===== config.mk =====
export PLATFORM = sky130hd
export DESIGN_NAME = eepc_fifo
export DESIGN_NICKNAME = d
export VERILOG_FILES = /design/src/rtl/eepc_fifo.sv
export SDC_FILE = /design/constraint.sdc
export NUM_CORES = 1
export LEC_CHECK = 0
export CAP_MARGIN = 20
export CORE_ASPECT_RATIO = 0.5
export CORE_MARGIN = 5
export CORE_UTILIZATION = 45
export CTS_BUF_LIST = sky130_fd_sc_hd__clkbuf_8
export CTS_CLUSTER_DIAMETER = 200
export DETAILED_ROUTE_END_ITERATION = 8
export DONT_BUFFER_PORTS = 1
export PLACE_DENSITY_LB_ADDON = 0.3
export SETUP_SLACK_MARGIN = 0.4
export SLEW_MARGIN = 40
export SYNTH_ARGS = -nofsm -noshare
export SYNTH_HDL_FRONTEND = slang
export SYNTH_SLANG_ARGS = --single-unit

===== constraint.sdc =====
create_clock -name clk -period 2.83 [get_ports clk]
set_input_delay 0.4245 -clock clk [delete_from_list [all_inputs] [get_ports clk]]
set_output_delay 0.4245 -clock clk [all_outputs]
set_load 0.02 [all_outputs]

===== src/rtl/eepc_fifo.sv =====
// eepc_fifo: small register queue between pipeline parts
// no package dependency
`timescale 1ns / 1ps
`default_nettype none
module eepc_fifo #(
  parameter int WIDTH = 8,
  parameter int DEPTH = 4
) (
  input  logic             clk,
  input  logic             rst_n,
  input  logic             push,
  input  logic [WIDTH-1:0] wdata,
  input  logic             pop,
  output logic [WIDTH-1:0] rdata,
  output logic             full,
  output logic             empty
);
  localparam int AW = (DEPTH > 1) ? $clog2(DEPTH) : 1;
  localparam int CW = $clog2(DEPTH + 1);

  logic [WIDTH-1:0] mem_r [DEPTH];
  logic [AW-1:0]    wr_ptr_r, wr_ptr_nxt, rd_ptr_r, rd_ptr_nxt;
  logic [CW-1:0]    count_r, count_nxt;
  logic             do_push, do_pop;

  assign full    = (count_r == CW'(DEPTH));
  assign empty   = (count_r == '0);
  assign do_push = push && !full;
  assign do_pop  = pop && !empty;
  assign rdata   = mem_r[rd_ptr_r];

  always_comb begin
    wr_ptr_nxt = wr_ptr_r;
    rd_ptr_nxt = rd_ptr_r;
    if (do_push) begin
      wr_ptr_nxt = (wr_ptr_r == AW'(DEPTH - 1)) ? '0 : wr_ptr_r + 1'b1;
    end
    if (do_pop) begin
      rd_ptr_nxt = (rd_ptr_r == AW'(DEPTH - 1)) ? '0 : rd_ptr_r + 1'b1;
    end
    count_nxt = count_r + CW'(do_push) - CW'(do_pop);
  end

  always_ff @(posedge clk) begin
    if (!rst_n) begin
      wr_ptr_r <= '0;
      rd_ptr_r <= '0;
      count_r  <= '0;
    end else begin
      wr_ptr_r <= wr_ptr_nxt;
      rd_ptr_r <= rd_ptr_nxt;
      count_r  <= count_nxt;
    end
  end

  always_ff @(posedge clk) begin
    if (do_push) begin
      mem_r[wr_ptr_r] <= wdata;
    end
  end
endmodule
`default_nettype wire


# After elaboration in Yosys (flattened, before gate mapping)

Memory sizes are Yosys's and may differ from the RTL's. A register that Yosys moved wholly into a read port is not among the register bits.
Cells that the tools add are included.

Equal/unequal tests: 3
Reduce and logical (&&, ||, !) cells: 5
Add/sub/neg operators: 4
Muxes and demuxes: 6

Operators with widths:

| operator              | number |
|---|---|
| $mux W2               | 4 |
| $add A2 B1 Y2 const B | 2 |
| $eq A2 B2 Y1 const B  | 2 |
| $add A3 B1 Y3         | 1 |
| $eq A3 B3 Y1 const B  | 1 |
| $logic_not A3 Y1      | 1 |
| $sub A3 B1 Y3         | 1 |
| $logic_and A1 B1 Y1   | 2 |
| $logic_not A1 Y1      | 2 |
| $mux W1               | 2 |

Memory bits (writable): 32
Input bits: 12
Memories: 1
Register bits after elaboration: 7
Word-level logic and storage cells: 22

Memories:

| name  | depth | bits a word | rd ports | clocked after Yosys merged registers in | wr ports | line | source |
|---|---|---|---|---|---|---|---|
| mem_r | 4     | 8           | 1        | 1                                       | 1        | 21   | `logic [WIDTH-1:0] mem_r [DEPTH];` |

# Logic depth before layout (Yosys ltp)

Depth after elaboration: 5
Gate-level depth with buffers: 11

# Least setup slack after synthesis

OpenSTA, ideal clock, no wires.

Path kind: register -> register
Start: register count_r[2]
End: register count_r[2]
Cell stages (with the launch flop): 12
Buffers on the path: 1
Clock period less this slack: 2.159 ns
Library setup time: 0.115 ns
Path slack: 0.671 ns
Required time: 2.715 ns
Arrival: 2.044 ns
Cell sequence: dfxtp_1 nor3b_4 nor2b_2 buf_6 inv_1 ha_1 inv_1 ha_1 fa_1 xnor2_1 xnor2_1 and2_1

Longest elaborated chain between the ends: 5
Elaborated cells on any way between the ends: 8
Those cells by class: add/sub (2); eq/ne (1); reduce/logical (5)

RTL lines:

| element                  | line | source |
|---|---|---|
| start: declaration       | 23   | `logic [CW-1:0] count_r, count_nxt;` |
| start signal: assignment | 52   | `count_r <= count_nxt;` |
| $eq A3 B3 Y1             | 26   | `assign full = (count_r == CW'(DEPTH));` |
| via full                 | 15   | `output logic full,` |
| $logic_not A1 Y1         | 28   | `assign do_push = push && !full;` |
| $logic_and A1 B1 Y1      | 28   |  |
| $add A3 B1 Y3            | 41   | `count_nxt = count_r + CW'(do_push) - CW'(do_pop);` |
| $sub A3 B1 Y3            | 41   |  |

The timed path passes the listed nets, and every way through them passes these cells.
A chain may end at the register's enable or synchronous reset.

# Worst setup path in the final report

Same ends and word-level chain as after synthesis.

==> results.sh <==
export IMPL_first_iter_violations=41
export IMPL_p_clk_share_pct=26.7
export IMPL_io_pins=22
export IMPL_cts_root_buf="clkbuf_8"
export IMPL_seq_area_frac_synth_pct=68.8
export IMPL_routed_via_density=4.96
export IMPL_die_area_mm2=0.00507
export IMPL_finalWorstSetupSlack_ns=0.561
export IMPL_clkLatencyLatePin_ns=0.29
export IMPL_yosys_area_share_simple_pct=7.24
export IMPL_leakagePower_uw=0.000627
export IMPL_dieHeight_um=52.9
export IMPL_p_per_area_mw_per_mm2=902
export IMPL_synth_xor_area_share_pct=1.06
export IMPL_finalSetupViolations=0
export IMPL_syn_to_final_growth_pct=9.73
export IMPL_intPower_uw=1170
export IMPL_switching_share_pct=29.0
export IMPL_critPathKind="flip-flop to flip-flop"
export IMPL_min_path_type="input port to flip-flop"
export IMPL_n_fill_cell=278
export IMPL_place_gp_congestion=0.617
export IMPL_antenna_found_initial=0
export IMPL_grt_overflow=0
export IMPL_final_cell_mix="32 x edfxtp_1, 8 x mux4_2, 7 x inv_1, 7 x ha_1"
export IMPL_seq_area_mm2=0.00114
export IMPL_tightest_slew_ns=0.621
export IMPL_num_rows=15
export IMPL_slew_violations=0
export IMPL_vias=739
export IMPL_synth_compound_area_share_pct=1.36
export IMPL_crit_fanout=7
export IMPL_period_share_pct=80.2
export IMPL_async_flop_share_pct=0
export IMPL_synth_cell_types=21
export IMPL_combPwrFrac_pct=22.9
export IMPL_tritoncts="done"
export IMPL_syn_area_mm2=0.00166
export IMPL_cts_buffer_depth=2
export IMPL_post_drt_wl_per_cell_um=16.6
export IMPL_fin_skew_ns=0.00543
export IMPL_setup_tns_ns=0
export IMPL_crit_required_ns=3.01
export IMPL_syn_avg_cell_area_um2=17.5
export IMPL_grt_pass1_wl_um=3960
export IMPL_synth_fa_ha_area_share_pct=6.49
export IMPL_final_layout_size_suffix_gt1_share_pct=24.5
export IMPL_place_ws_ns=0.405
export IMPL_ys_seq_elements=41
export IMPL_grt_max_degree=13
export IMPL_htreeDepth=2
export IMPL_drt_antenna_violating_nets=0
export IMPL_dp_hpwl_um=1790
export IMPL_finalNetCount=118
export IMPL_synthMuxAreaShare_pct=12.1
export IMPL_grt_pass1_vias=842
export IMPL_clock_sinks=41
export IMPL_numCtsBuffers=5
export IMPL_fmax_ghz=0.441
export IMPL_cts_setup_buffers=0
export IMPL_syn_inst=95
export IMPL_initial_utilization_pct=47.5
export IMPL_grtUsageTotal_pct=11.1
export IMPL_report_final_hold_viol_count=0
export IMPL_final_common_cell="edfxtp_1"
export IMPL_synth_nets=115
export IMPL_routed_wl_um=2470
export IMPL_rrSetupSlack_ns=0.56
export IMPL_num_antenna_cells=0
export IMPL_grt_setup_unrepaired="false"
export IMPL_vdd_ir_drop_worst_v=0.000394
export IMPL_slew_headroom_pct=58.3
export IMPL_core_area_mm2=0.00349
export IMPL_period_needed_ns=2.27
export IMPL_synthFlopType="edfxtp_1"
export IMPL_p_seq_share_pct=50.3
export IMPL_synth_top_family_by_area="multiplexers"
export IMPL_synth_edff_count=32
export IMPL_dieWidth_um=95.9
export IMPL_fin_util_pct=52.2
export IMPL_drcViolationCount=0
export IMPL_portBuffers=0
export IMPL_multi_input_area_um2=482
export IMPL_outcome="finished clean"
export IMPL_switching_power_uw=476
export IMPL_cp_end_kind="flip-flop"
export IMPL_arrival_ns=2.45
export IMPL_start_kind="flip-flop"
export IMPL_ys_warn_count=0
export IMPL_path_clk_slew_ns=0.07
export IMPL_max_cap_violations=0
export IMPL_drt_pass1_iter_count=4
[final timing paths]
path                                  start          end  cells past startpoint
worst max register to register   count_r[2]   count_r[2]                     10
worst min register to register  wr_ptr_r[0]  wr_ptr_r[0]                      2
worst min-delay path               wdata[7]  mem_r[3][7]                      0
worst max-delay path             count_r[2]   count_r[2]                     10
[power groups by stage]
stage	clock network (uW)	registers [uW]	logic, uW
floorplan	0	788	358
global placement	0	823	352
detailed placement	0	834	380
CTS	448	822	384
global route	475	842	415
finish	439	827	376
[sequential cells by signal, summed over array words and instances (netlist names), named ones only]
register,cells
rd_ptr_r,2
mem_r,32
wr_ptr_r,2
count_r,3
[critical path: stages (launching register included)]
cell and delay, ns:
dfxtp_2 0.39, nor3b_4 0.38, nor2b_4 0.11, inv_1 0.08
ha_1 0.13, inv_1 0.04, ha_1 0.18, fa_1 0.38
xnor2_1 0.22, xnor2_1 0.09, and2_1 0.16
[layout make-up]
cell class | instances | share of cell area (%)
Clock buffer | 5 | 3.78
Sequential cell | 41 | 62.9
Tap cell | 51 | 3.51
Multi-Input combinational cell | 43 | 26.5
Clock inverter | 2 | 1.92
Inverter | 7 | 1.44
[Yosys cell counts (2+ instances only)]
cell       n  area, um^2
edfxtp_1  32         961
nand2_1    6        22.5
inv_1      7        26.3
mux2i_1    2        20.0
xnor2_1    2        17.5
nor2_1     2        7.51
and2_2     3        22.5
ha_1       7        87.6
dfxtp_1    9         180
o21ai_0    2        10.0
nand3_1    2        10.0
and2_1     4        25.0
clkbuf_1   2        7.51
mux4_2     8         180
[per-stage QoR]
step	hold WS, ns	total power (uW)	instances	area [um^2]
after floorplan	0.468	1150	95	1660
after global placement	0.475	1180	142	1700
after detailed placement	0.520	1210	142	1700
after CTS	0.218	1650	149	1810
after global routing	0.212	1730	149	1820
final	0.226	1640	149	1820
[logic make-up (layout without fill, tap and decap cells)]
logic type / count (synthesis) / in the layout
adder cells (fa/ha/maj): 8 / 8
multiplexers: 10 / 10
buffers and inverters: 11 / 14
AO/OA/AOI/OAI: 3 / 3
flip-flops: 41 / 41
XOR/XNOR: 2 / 2
AND/OR/NAND/NOR: 20 / 20
[per-layer routing]
metal / routed length [um] / part of all wire [%] / global-route usage [%]
met1: 967 / 39 / 11.8
met2: 1290 / 52 / 19.4
met3: 147 / 6.0 / 3.84
met4: 60 / 2.4 / 6.37
met5: 0 / 0 / 0
[repair_timing]
item	in CTS	in global routing
gates resized for setup	1	4
hold buffers	0	0
endpoints found under the setup margin	1	1
No activity file was read; power rests on OpenSTA's default activity.
