--- src/rtl/eepc_pkg.sv ---
// eepc_pkg: shared constants for the edge-edge proximity contact core
// no dependencies
`timescale 1ns / 1ps
`default_nettype none
package eepc_pkg;
  localparam int RADIUS_BITS = 17;
  localparam int LIMB_BITS   = 27;
  localparam int MID_DEPTH   = 4;
  localparam int OUT_DEPTH   = 8;
endpackage
`default_nettype wire

--- src/rtl/eepc_front.sv ---
// eepc_front: accepts edge pairs and flags shared-vertex, box and degenerate rejects
// depends on eepc_pkg for the radius width
`timescale 1ns / 1ps
`default_nettype none
module eepc_front #(
  parameter int C  = 16,
  parameter int VB = 20
) (
  input  logic [VB-1:0]  a_v0,
  input  logic [VB-1:0]  a_v1,
  input  logic [VB-1:0]  b_v0,
  input  logic [VB-1:0]  b_v1,
  input  logic [3*C-1:0] pa0,
  input  logic [3*C-1:0] pa1,
  input  logic [3*C-1:0] pb0,
  input  logic [3*C-1:0] pb1,
  input  logic [eepc_pkg::RADIUS_BITS-1:0] radius,
  output logic [12*C:0]  item
);
  import eepc_pkg::*;
  localparam int EW = ((C > RADIUS_BITS) ? C : RADIUS_BITS) + 2;

  logic              shared, degen;
  logic [2:0]        sep;
  logic signed [EW-1:0] dr;

  assign dr = EW'($signed({1'b0, radius}));
  assign shared = (a_v0 == b_v0) || (a_v0 == b_v1) || (a_v1 == b_v0) || (a_v1 == b_v1);
  assign degen  = (pa0 == pa1) || (pb0 == pb1);

  for (genvar k = 0; k < 3; k++) begin : g_axis
    logic signed [C-1:0] p0, p1, q0, q1, pmn, pmx, qmn, qmx;
    assign p0  = $signed(pa0[k*C +: C]);
    assign p1  = $signed(pa1[k*C +: C]);
    assign q0  = $signed(pb0[k*C +: C]);
    assign q1  = $signed(pb1[k*C +: C]);
    assign pmn = (p0 < p1) ? p0 : p1;
    assign pmx = (p0 > p1) ? p0 : p1;
    assign qmn = (q0 < q1) ? q0 : q1;
    assign qmx = (q0 > q1) ? q0 : q1;
    assign sep[k] = (EW'(qmx) + dr < EW'(pmn)) || (EW'(qmn) - dr > EW'(pmx));
  end

  assign item = {shared || (|sep) || degen, pb1, pb0, pa1, pa0};
endmodule
`default_nettype wire

--- config.mk ---
export PLATFORM = sky130hd
export DESIGN_NAME = eepc_front
export DESIGN_NICKNAME = d
export VERILOG_FILES = /design/src/rtl/eepc_pkg.sv /design/src/rtl/eepc_front.sv
export SDC_FILE = /design/constraint.sdc
export NUM_CORES = 1
export LEC_CHECK = 0
export BUFFER_PORTS_ARGS = -buffer_cell sky130_fd_sc_hd__buf_4
export CORE_AREA = 4 4 183 185
export DETAILED_ROUTE_END_ITERATION = 7
export DIE_AREA = 0 0 187 189
export PLACE_DENSITY = 0.71
export SLEW_MARGIN = 10
export SYNTH_ARGS = -nofsm -noshare
export SYNTH_HDL_FRONTEND = slang
export SYNTH_SLANG_ARGS = --single-unit
--- constraint.sdc ---
create_clock -name vclk -period 13.9
set_input_delay 0.695 -clock vclk [all_inputs]
set_output_delay 0.695 -clock vclk [all_outputs]
set_load 0.02 [all_outputs]
; Word-level counts from Yosys, hierarchy flattened
; Cells that the tools add are included.
[op_classes]
n_mux = 12
order_cmp = 18
n_eq_ne = 6
n_reduce_logical = 10
n_addsub = 6
[ops]
columns = operator, count
row1 = $mux W16, 12
row2 = $eq A48 B48 Y1, 2
row3 = $gt A16 B16 Y1, 6
row4 = $lt A16 B16 Y1, 6
row5 = $eq A20 B20 Y1, 4
row6 = $add A16 B18 Y19, 3
row7 = $gt A19 B16 Y1, 3
row8 = $lt A19 B16 Y1, 3
row9 = $sub A16 B18 Y19, 3
row10 = $logic_or A1 B1 Y1, 9
row11 = $reduce_or A3 Y1, 1
[word_totals]
regBits = 0
in_bits = 289
elab_cells = 52
out_inout_bits = 193

; Logic depth before layout (Yosys ltp)
; Gate-level depths: netlist of run 1.
[logic_depth]
ltp_word = 8
mapped_depth = 34
depth_no_buf = 31

; Least setup slack after synthesis of run 1
; No wires, ideal clock.
[synth_timing]
path_type = input port to output port
start = input port pb1[33]
end = output port item[192]
path_slack_ns = 6.369
required_time_ns = 13.205
t_arrival_ns = 6.836
path_stages = 29
cell_sequence = inv_1 -> ha_1 -> nor2b_1 -> o21a_1 -> o21a_1 -> o211ai_2 -> a21oi_1 -> or4_4 -> a21o_2 -> o21ai_4 -> buf_6 -> mux2_2 -> ha_1 -> a21oi_1 -> nor2_1 -> a41o_1 -> o21ai_0 -> o21a_1 -> a21oi_1 -> a41o_1 -> o41ai_1 -> xnor2_1 -> ha_1 -> a211oi_1 -> nor4bb_1 -> a31oi_1 -> a211oi_1 -> o21ai_0 -> or4_1
[synth_between]
elab_chain_len = 8
[synth_lines]
columns = element, line_no
row1 = "start, declared", eepc_front.sv:16  ; input logic [3*C-1:0] pb1,
row2 = $gt A16 B16 Y1 / $lt A16 B16 Y1 (equally long branches), "eepc_front.sv:40, eepc_front.sv:39"
row3 = "$mux W16, on equally long branches", "eepc_front.sv:40, eepc_front.sv:39"
row4 = $add A16 B18 Y19 / $sub A16 B18 Y19 (equally long branches), eepc_front.sv:41  ; assign sep[k] = (EW'(qmx) + dr < EW'(pmn)) || (EW'(qmn) - dr > EW'(pmx));
row5 = $lt A19 B16 Y1 / $gt A19 B16 Y1 (equally long branches), eepc_front.sv:41
row6 = $logic_or A1 B1 Y1, eepc_front.sv:41
row7 = $reduce_or A3 Y1, eepc_front.sv:44  ; assign item = {shared || (|sep) || degen, pb1, pb0, pa1, pa0};
row8 = $logic_or A1 B1 Y1, eepc_front.sv:44
row9 = $logic_or A1 B1 Y1 *, eepc_front.sv:44
row10 = "end, declared", eepc_front.sv:18  ; output logic [12*C:0] item
; Mark *: on every way between the ends. The rest lies on a longest branch, timed or not.

; Worst setup path after layout of run 1
[layout_timing]
start = input port pb0[33]
end = output port item[192]
[layout_between]
elab_chain_len = 8
[layout_lines]
columns = element, line_no
row1 = "start, declared", eepc_front.sv:15  ; input logic [3*C-1:0] pb0,
row2 = $gt A16 B16 Y1 / $lt A16 B16 Y1 (equally long branches), "eepc_front.sv:40, eepc_front.sv:39"
row3 = "$mux W16, on equally long branches", "eepc_front.sv:40, eepc_front.sv:39"
row4 = $add A16 B18 Y19 / $sub A16 B18 Y19 (equally long branches), eepc_front.sv:41
row5 = $lt A19 B16 Y1 / $gt A19 B16 Y1 (equally long branches), eepc_front.sv:41
row6 = $logic_or A1 B1 Y1, eepc_front.sv:41
row7 = $reduce_or A3 Y1, eepc_front.sv:44
row8 = $logic_or A1 B1 Y1, eepc_front.sv:44
row9 = $logic_or A1 B1 Y1 *, eepc_front.sv:44
; Marked as above.

==> results of run 1 <==
final cells by class:
type / instances / area (sq um)
well taps: 408 / 510
fillers: 3133 / 15400
repair buffers: 487 / 3660
inverters: 153 / 574
multi-input cells: 1478 / 11900
metrics by stage:
step | utilization [%] | power, W | hold WS (ns) | instance area [sq um]
global placement | 51.8 | 0.00124 | 1.61 | 16600
floorplan | - | 0.000936 | 1.50 | 14000
global route | 51.8 | 0.00144 | 1.62 | 16600
finish | 51.8 | 0.00129 | 1.61 | 16600
detailed placement | 51.8 | 0.00128 | 1.61 | 16600
CTS | 51.8 | 0.00128 | 1.61 | 16600
synthesized netlist by cell type, drive strengths merged (7+ instances only):
| cell type | number |
|---|---|
| xnor2 | 109 |
| nor2b | 27 |
| mux2i | 77 |
| inv | 153 |
| mux2 | 59 |
| or3 | 16 |
| a211oi | 16 |
| nand2b | 17 |
| nor3 | 29 |
| buf | 207 |
| a21oi | 147 |
| ha | 316 |
| o21ai | 91 |
| o21bai | 7 |
| xor2 | 61 |
| nand4 | 47 |
| a31oi | 7 |
| clkbuf | 12 |
| nand2 | 88 |
| nor2 | 114 |
| o211ai | 13 |
| nand3 | 38 |
| o21a | 24 |
| and3 | 15 |
| nor4 | 17 |
| a21o | 53 |
cells by family after synthesis:
kind of cell               Yosys count
muxes                              136
adders and majority gates          322
and+or+nand+nor                    435
buffers and inverters              372
xor gates and xnor gates           170
AOI/OAI and AO/OA                  415
worst max-delay path by stage:
stage / start / to / slack, ns / cells after the start
floorplan: pb1[33] / item[192] / 6.37 / 29
global placement: pb0[33] / item[192] / 5.34 / 32
detailed placement: pb0[33] / item[192] / 5.17 / 32
CTS: pb0[33] / item[192] / 5.16 / 32
global route: pb1[33] / item[192] / 4.71 / 33
finish: pb0[33] / item[192] / 5.15 / 32
power breakdown:
part	leakage, nW	internal [W]	switching [W]
Clock	0	0	0
Sequential	0	0	0
Combinational	8.65	0.000579	0.000708
per-layer routing:
| metal | up-vias | GRT usage (%) | part of all wire, % |
|---|---|---|---|
| met3 | 51 | 2.05 | 5.7 |
| met5 | - | 0 | 0 |
| met1 | 6514 | 33.2 | 43 |
| li1 | 7025 | - | - |
| met4 | 0 | 4.07 | 1.8 |
| met2 | 493 | 48.5 | 50 |
==> run summary, run 1 <==
top cell type's share of synthesized area: 28.2%
Placed Cells: 2526
Bufs and invs on worst path: 2
antenna cells: 0
layout cells sized above 1: 26.6%
GP Congestion: 0.961
first-pass GRT wire length: 74700 um
initial drt markers: 907
cell count of the worst hold path: 2
cell family with most CP delay: compound AO/OA/AOI/OAI gates
initial antenna violation count: 0
most common cell after layout, fill and taps aside: buf_4
GRT Resource Usage Total: 26.0%
Synth Instances: 1850
mux cell area share after synthesis: 10.5%
vias in the first global route: 14021
HP Class: in -> out
relative slew slack: 28.7%
register area: 0 sq um
starting density of the core: 43.7%
Worst IR Drop VDD: 0.0386 mV
RSZ-0062 raised after global routing: no
CP endpoint kind: output port
largest net degree at the start of global routing: 33
Post CTS Setup Buffer Count: 0
synth top area cells: ha_1 28%, buf_4 10%, xnor2_1 6.8%
die area: 0.0353 sq mm
worst hold path startpoint: pa1[47]
DP Wirelength: 44000 um
main combinational cell family by area after synthesis: adder cells
final WL: 49600 um
Setup CP Type: in -> out
Seq/Total Area, Yosys: 0%
Final nets: 2731
Compound-Gate Fraction of Synth Area: 18.7%
status: finished, final reports clean
CP max FO: 16
Worst-Margin Slew: 1.06 ns
max-cap check violation count: 0
Syn-to-layout area delta: 18.5%
# setup viols final: 0
Boundary Pins: 482
max incr delay on CP: 0.61 ns
# DRC: 0
Netlist cell types: 69
leading cell types in the layout, fill and taps excluded: 487 x buf_4, 316 x ha_1, 152 x inv_1, 147 x a21oi_1, 113 x nor2_1
via density per instance: 5.58
Placement Setup Slack: 5.17 ns
PortBufs: 482
Seq cells: 0
power per cell area: 77.6 mW/mm^2
Period minus WS final: 8.75 ns
Routed WL per cell: 19.6 um
total overflow reported by the global router: 0
Worst EP arrival: 8.06 ns
syn nets: 2461
post-route antenna net violation count: 0
vias: 14083
final hold vios: 0
chip width: 187 um
CTS Hold Bufs: 0
Final period util: 63.0%
Fmax: 114 MHz
cts repair resizes: 0
crit-path most repeated cell: a21oi_1
slowest CP cell: or4_1
Die H: 189 um
Post-Synth Adder-Cell Area: 29.1%
XOR/XNOR Fraction of Synth Area: 10.7%
Core Box Area: 0.0320 sq mm
TNS Setup: 0 ns
Leak: 8.65 nW
Synth Area in Simple Gates: 15.5%
nature of the critical path startpoint: input pin
filler-free cell count of the finished design: 2526
Mean Syn Cell Area: 7.57 sq um
1st-pass router iterations: 5
clkbuf count: 0
synth warn: 0
site row count: 66
worst hold endpoint: item[95]
Worst EP required: 13.20 ns
Pins Over Slew Limit: 0
Final WS setup: 5.15 ns
Synth Cell Area: 0.0140 sq mm
cell taking the most area after synthesis: ha_1
Power figures use the tool's default switching activity.
==> inputs of run 2 (changes only) <==
Settings changed: ABC_AREA set to 1, CORE_AREA 4 4 183 185 to 4 4 187 189, DIE_AREA 0 0 187 189 to 0 0 191 193, PLACE_DENSITY 0.71 to 0.73.
Clock period 13.9 ns to 7.85 ns, I/O delays scaled along.
==> run 2 against run 1 <==
Global-route usage up 1.6 points. Combinational power up 92%. Core utilization down 0.78 points. Via count up 14%. Wire length up 9.5%. Sequential share of layout area unchanged. Final area up 2.3%. Count of clock-buffer cells in the layout unchanged. Non-clock buffer count down 2.
==> run summary, run 2 <==
DP Wirelength: 48400 um (+10%)
layout cells sized above 1: 19.4% (-7.2 points)
Worst IR Drop VDD: 0.0685 mV (+78%)
Sw Ratio: 61.1% (+6.1 points)
Worst-Margin Slew: 1.02 ns (-0.0398 ns)
total overflow reported by the global router: 0 (unchanged)
final hold vios: 0 (unchanged)
CP max FO: 30 (+14)
Synth Instances: 2329 (+26%)
slowest CP cell: o21ai_0
Synth Cell Area: 0.0144 sq mm (+2.6%)
Core Box Area: 0.0333 sq mm (+3.9%)
Worst EP arrival: 6.50 ns (-1.56 ns)
initial antenna violation count: 1 (+1)
TNS Setup: 0 ns (unchanged)
chip width: 191 um (+2.1%)
switching power: 0.00151 W (+110%)
syn nets: 2940 (+19%)
register area: 0 sq um (unchanged)
largest net degree at the start of global routing: 33 (unchanged)
Seq cells: 0 (unchanged)
crit-path most repeated cell: nand2_1
Netlist cell types: 48 (-30%)
Setup CP Type: in -> out
Post CTS Setup Buffer Count: 0 (unchanged)
Die H: 193 um (+2.1%)
first-pass GRT wire length: 81500 um (+9.1%)
nature of the critical path startpoint: input pin
# setup viols final: 0 (unchanged)
GP Congestion: 0.955 (-0.60%)
synth warn: 0 (unchanged)
Worst EP required: 7.46 ns (-5.74 ns)
final WL: 54300 um (+9.5%)
# DRC: 0 (unchanged)
cts repair resizes: 0 (unchanged)
vias in the first global route: 15360 (+9.5%)
Placement Setup Slack: 1.00 ns (-4.17 ns)
share of total power in sequential cells: 0% (unchanged)
starting density of the core: 43.2% (-0.53 points)
post-route antenna net violation count: 0 (unchanged)
clkbuf count: 0 (unchanged)
GRT Resource Usage Total: 27.6% (+1.6 points)
most common cell after layout, fill and taps aside: buf_4
fillcell total: 3437 (+9.7%)
Syn-to-layout area delta: 18.2%
HP Class: in -> out
via density per instance: 5.31 (-4.8%)
most frequent cells after synthesis: 481 x nand2_1, 316 x ha_1, 294 x inv_1
Final nets: 3199 (+17%)
Mean Syn Cell Area: 6.17 sq um (-18%)
footprint of the multi-input gates: 0.0117 sq mm (-1.5%)
max-cap check violation count: 0 (unchanged)
Routed WL per cell: 17.9 um (-8.8%)
1st-pass router iterations: 5 (unchanged)
Fmax: 145 MHz
cell taking the most area after synthesis: ha_1
CP endpoint kind: output port
Final period util: 87.8%
Period minus WS final: 6.89 ns
top cell type's share of synthesized area: 27.5% (-0.72 points)
max incr delay on CP: 0.59 ns (-0.02 ns)
vias: 16111 (+14%)
status: finished, final reports clean
clock network power share: 0% (unchanged)
Final WS setup: 0.960 ns (-4.19 ns)
Placed Cells: 3034 (+20%)
part of the power in combinational logic: 100.0% (about the same)
PortBufs: 482 (unchanged)
Pins Over Slew Limit: 0 (unchanged)
Boundary Pins: 482 (unchanged)
die area: 0.0369 sq mm (+4.3%)
Leak: 9.31 nW (+7.7%)
filler-free cell count of the finished design: 3035 (+20%)
synth top area cells: ha_1 28%, nand2_1 13%, buf_4 10%
count leader, synth: nand2_1
Seq/Total Area, Yosys: 0% (unchanged)
CTS Hold Bufs: 0 (unchanged)
RSZ-0062 raised after global routing: no
relative slew slack: 32.0% (+3.3 points)
Int Power: 0.000966 W (+67%)
power per cell area: 146 mW/mm^2 (+88%)
Core Util, Final: 51.0% (-0.78 points)
initial drt markers: 1025 (+13%)
site row count: 67 (+1.5%)
leading cell types in the layout, fill and taps excluded: 485 x buf_4, 481 x nand2_1, 316 x ha_1, 294 x inv_1, 225 x a21oi_1
## run 2: layer usage
layer / wire length [um] / vias to the layer above / part of all wire [%] / GRT usage [%]
met3: 3670 / 75 / 6.8 / 2.68
met5: 0 / - / 0 / 0
met1: 22100 / 7300 / 41 / 34.0
met4: 1620 / 0 / 3.0 / 6.69
met2: 26900 / 574 / 50 / 51.7
li1: - / 8162 / - / -
## run 2: area by class of cell
cell class	count	area share (%)
diodes	1	0.0147
inverters	294	6.50
multi-input cells	1807	68.7
well taps	448	3.30
repair buffers	485	21.4
## run 2: final timing paths
kind	to	depth (start not counted)	from
worst max-delay path	item[192]	35	pb1[31]
worst min-delay path	item[88]	2	pa1[40]
## run 2: power by group through the flow
stage | clock network, W | logic [W] | registers (W)
after floorplan | 0 | 0.00177 | 0
after global placement | 0 | 0.00238 | 0
after detailed placement | 0 | 0.00244 | 0
after CTS | 0 | 0.00246 | 0
after global routing | 0.0000000000170 | 0.00281 | 0
final | 0.0000000000170 | 0.00248 | 0
## run 2: logic make-up (layout without fill, tap and decap cells)
logic type,after synthesis,after routing,share of synthesized area [%]
AND/OR/NAND/NOR,798,798,23.1
AO/OA/AOI/OAI,529,529,20.1
buffers and inverters,522,779,18.8
adder cells (fa/ha/maj),322,322,28.4
XOR/XNOR,158,158,9.63
other,0,1,0
## run 2: stage by stage
stage / power, W / hold WS, ns / cell area [sq um]
after global routing: 0.00281 / 0.996 / 17000
after detailed placement: 0.00244 / 0.994 / 17000
final: 0.00248 / 0.992 / 17000
after floorplan: 0.00177 / 0.898 / 14400
after global placement: 0.00238 / 0.994 / 17000
after CTS: 0.00246 / 0.994 / 17000
## run 2: worst max-delay path: cells and delay by family
kind                       cells  cell delay (ns)
AOI/OAI and AO/OA              7             1.76
xor gates and xnor gates       2             0.39
adders and majority gates      3             1.00
buffers and inverters          5             0.77
and+or+nand+nor               18             2.15
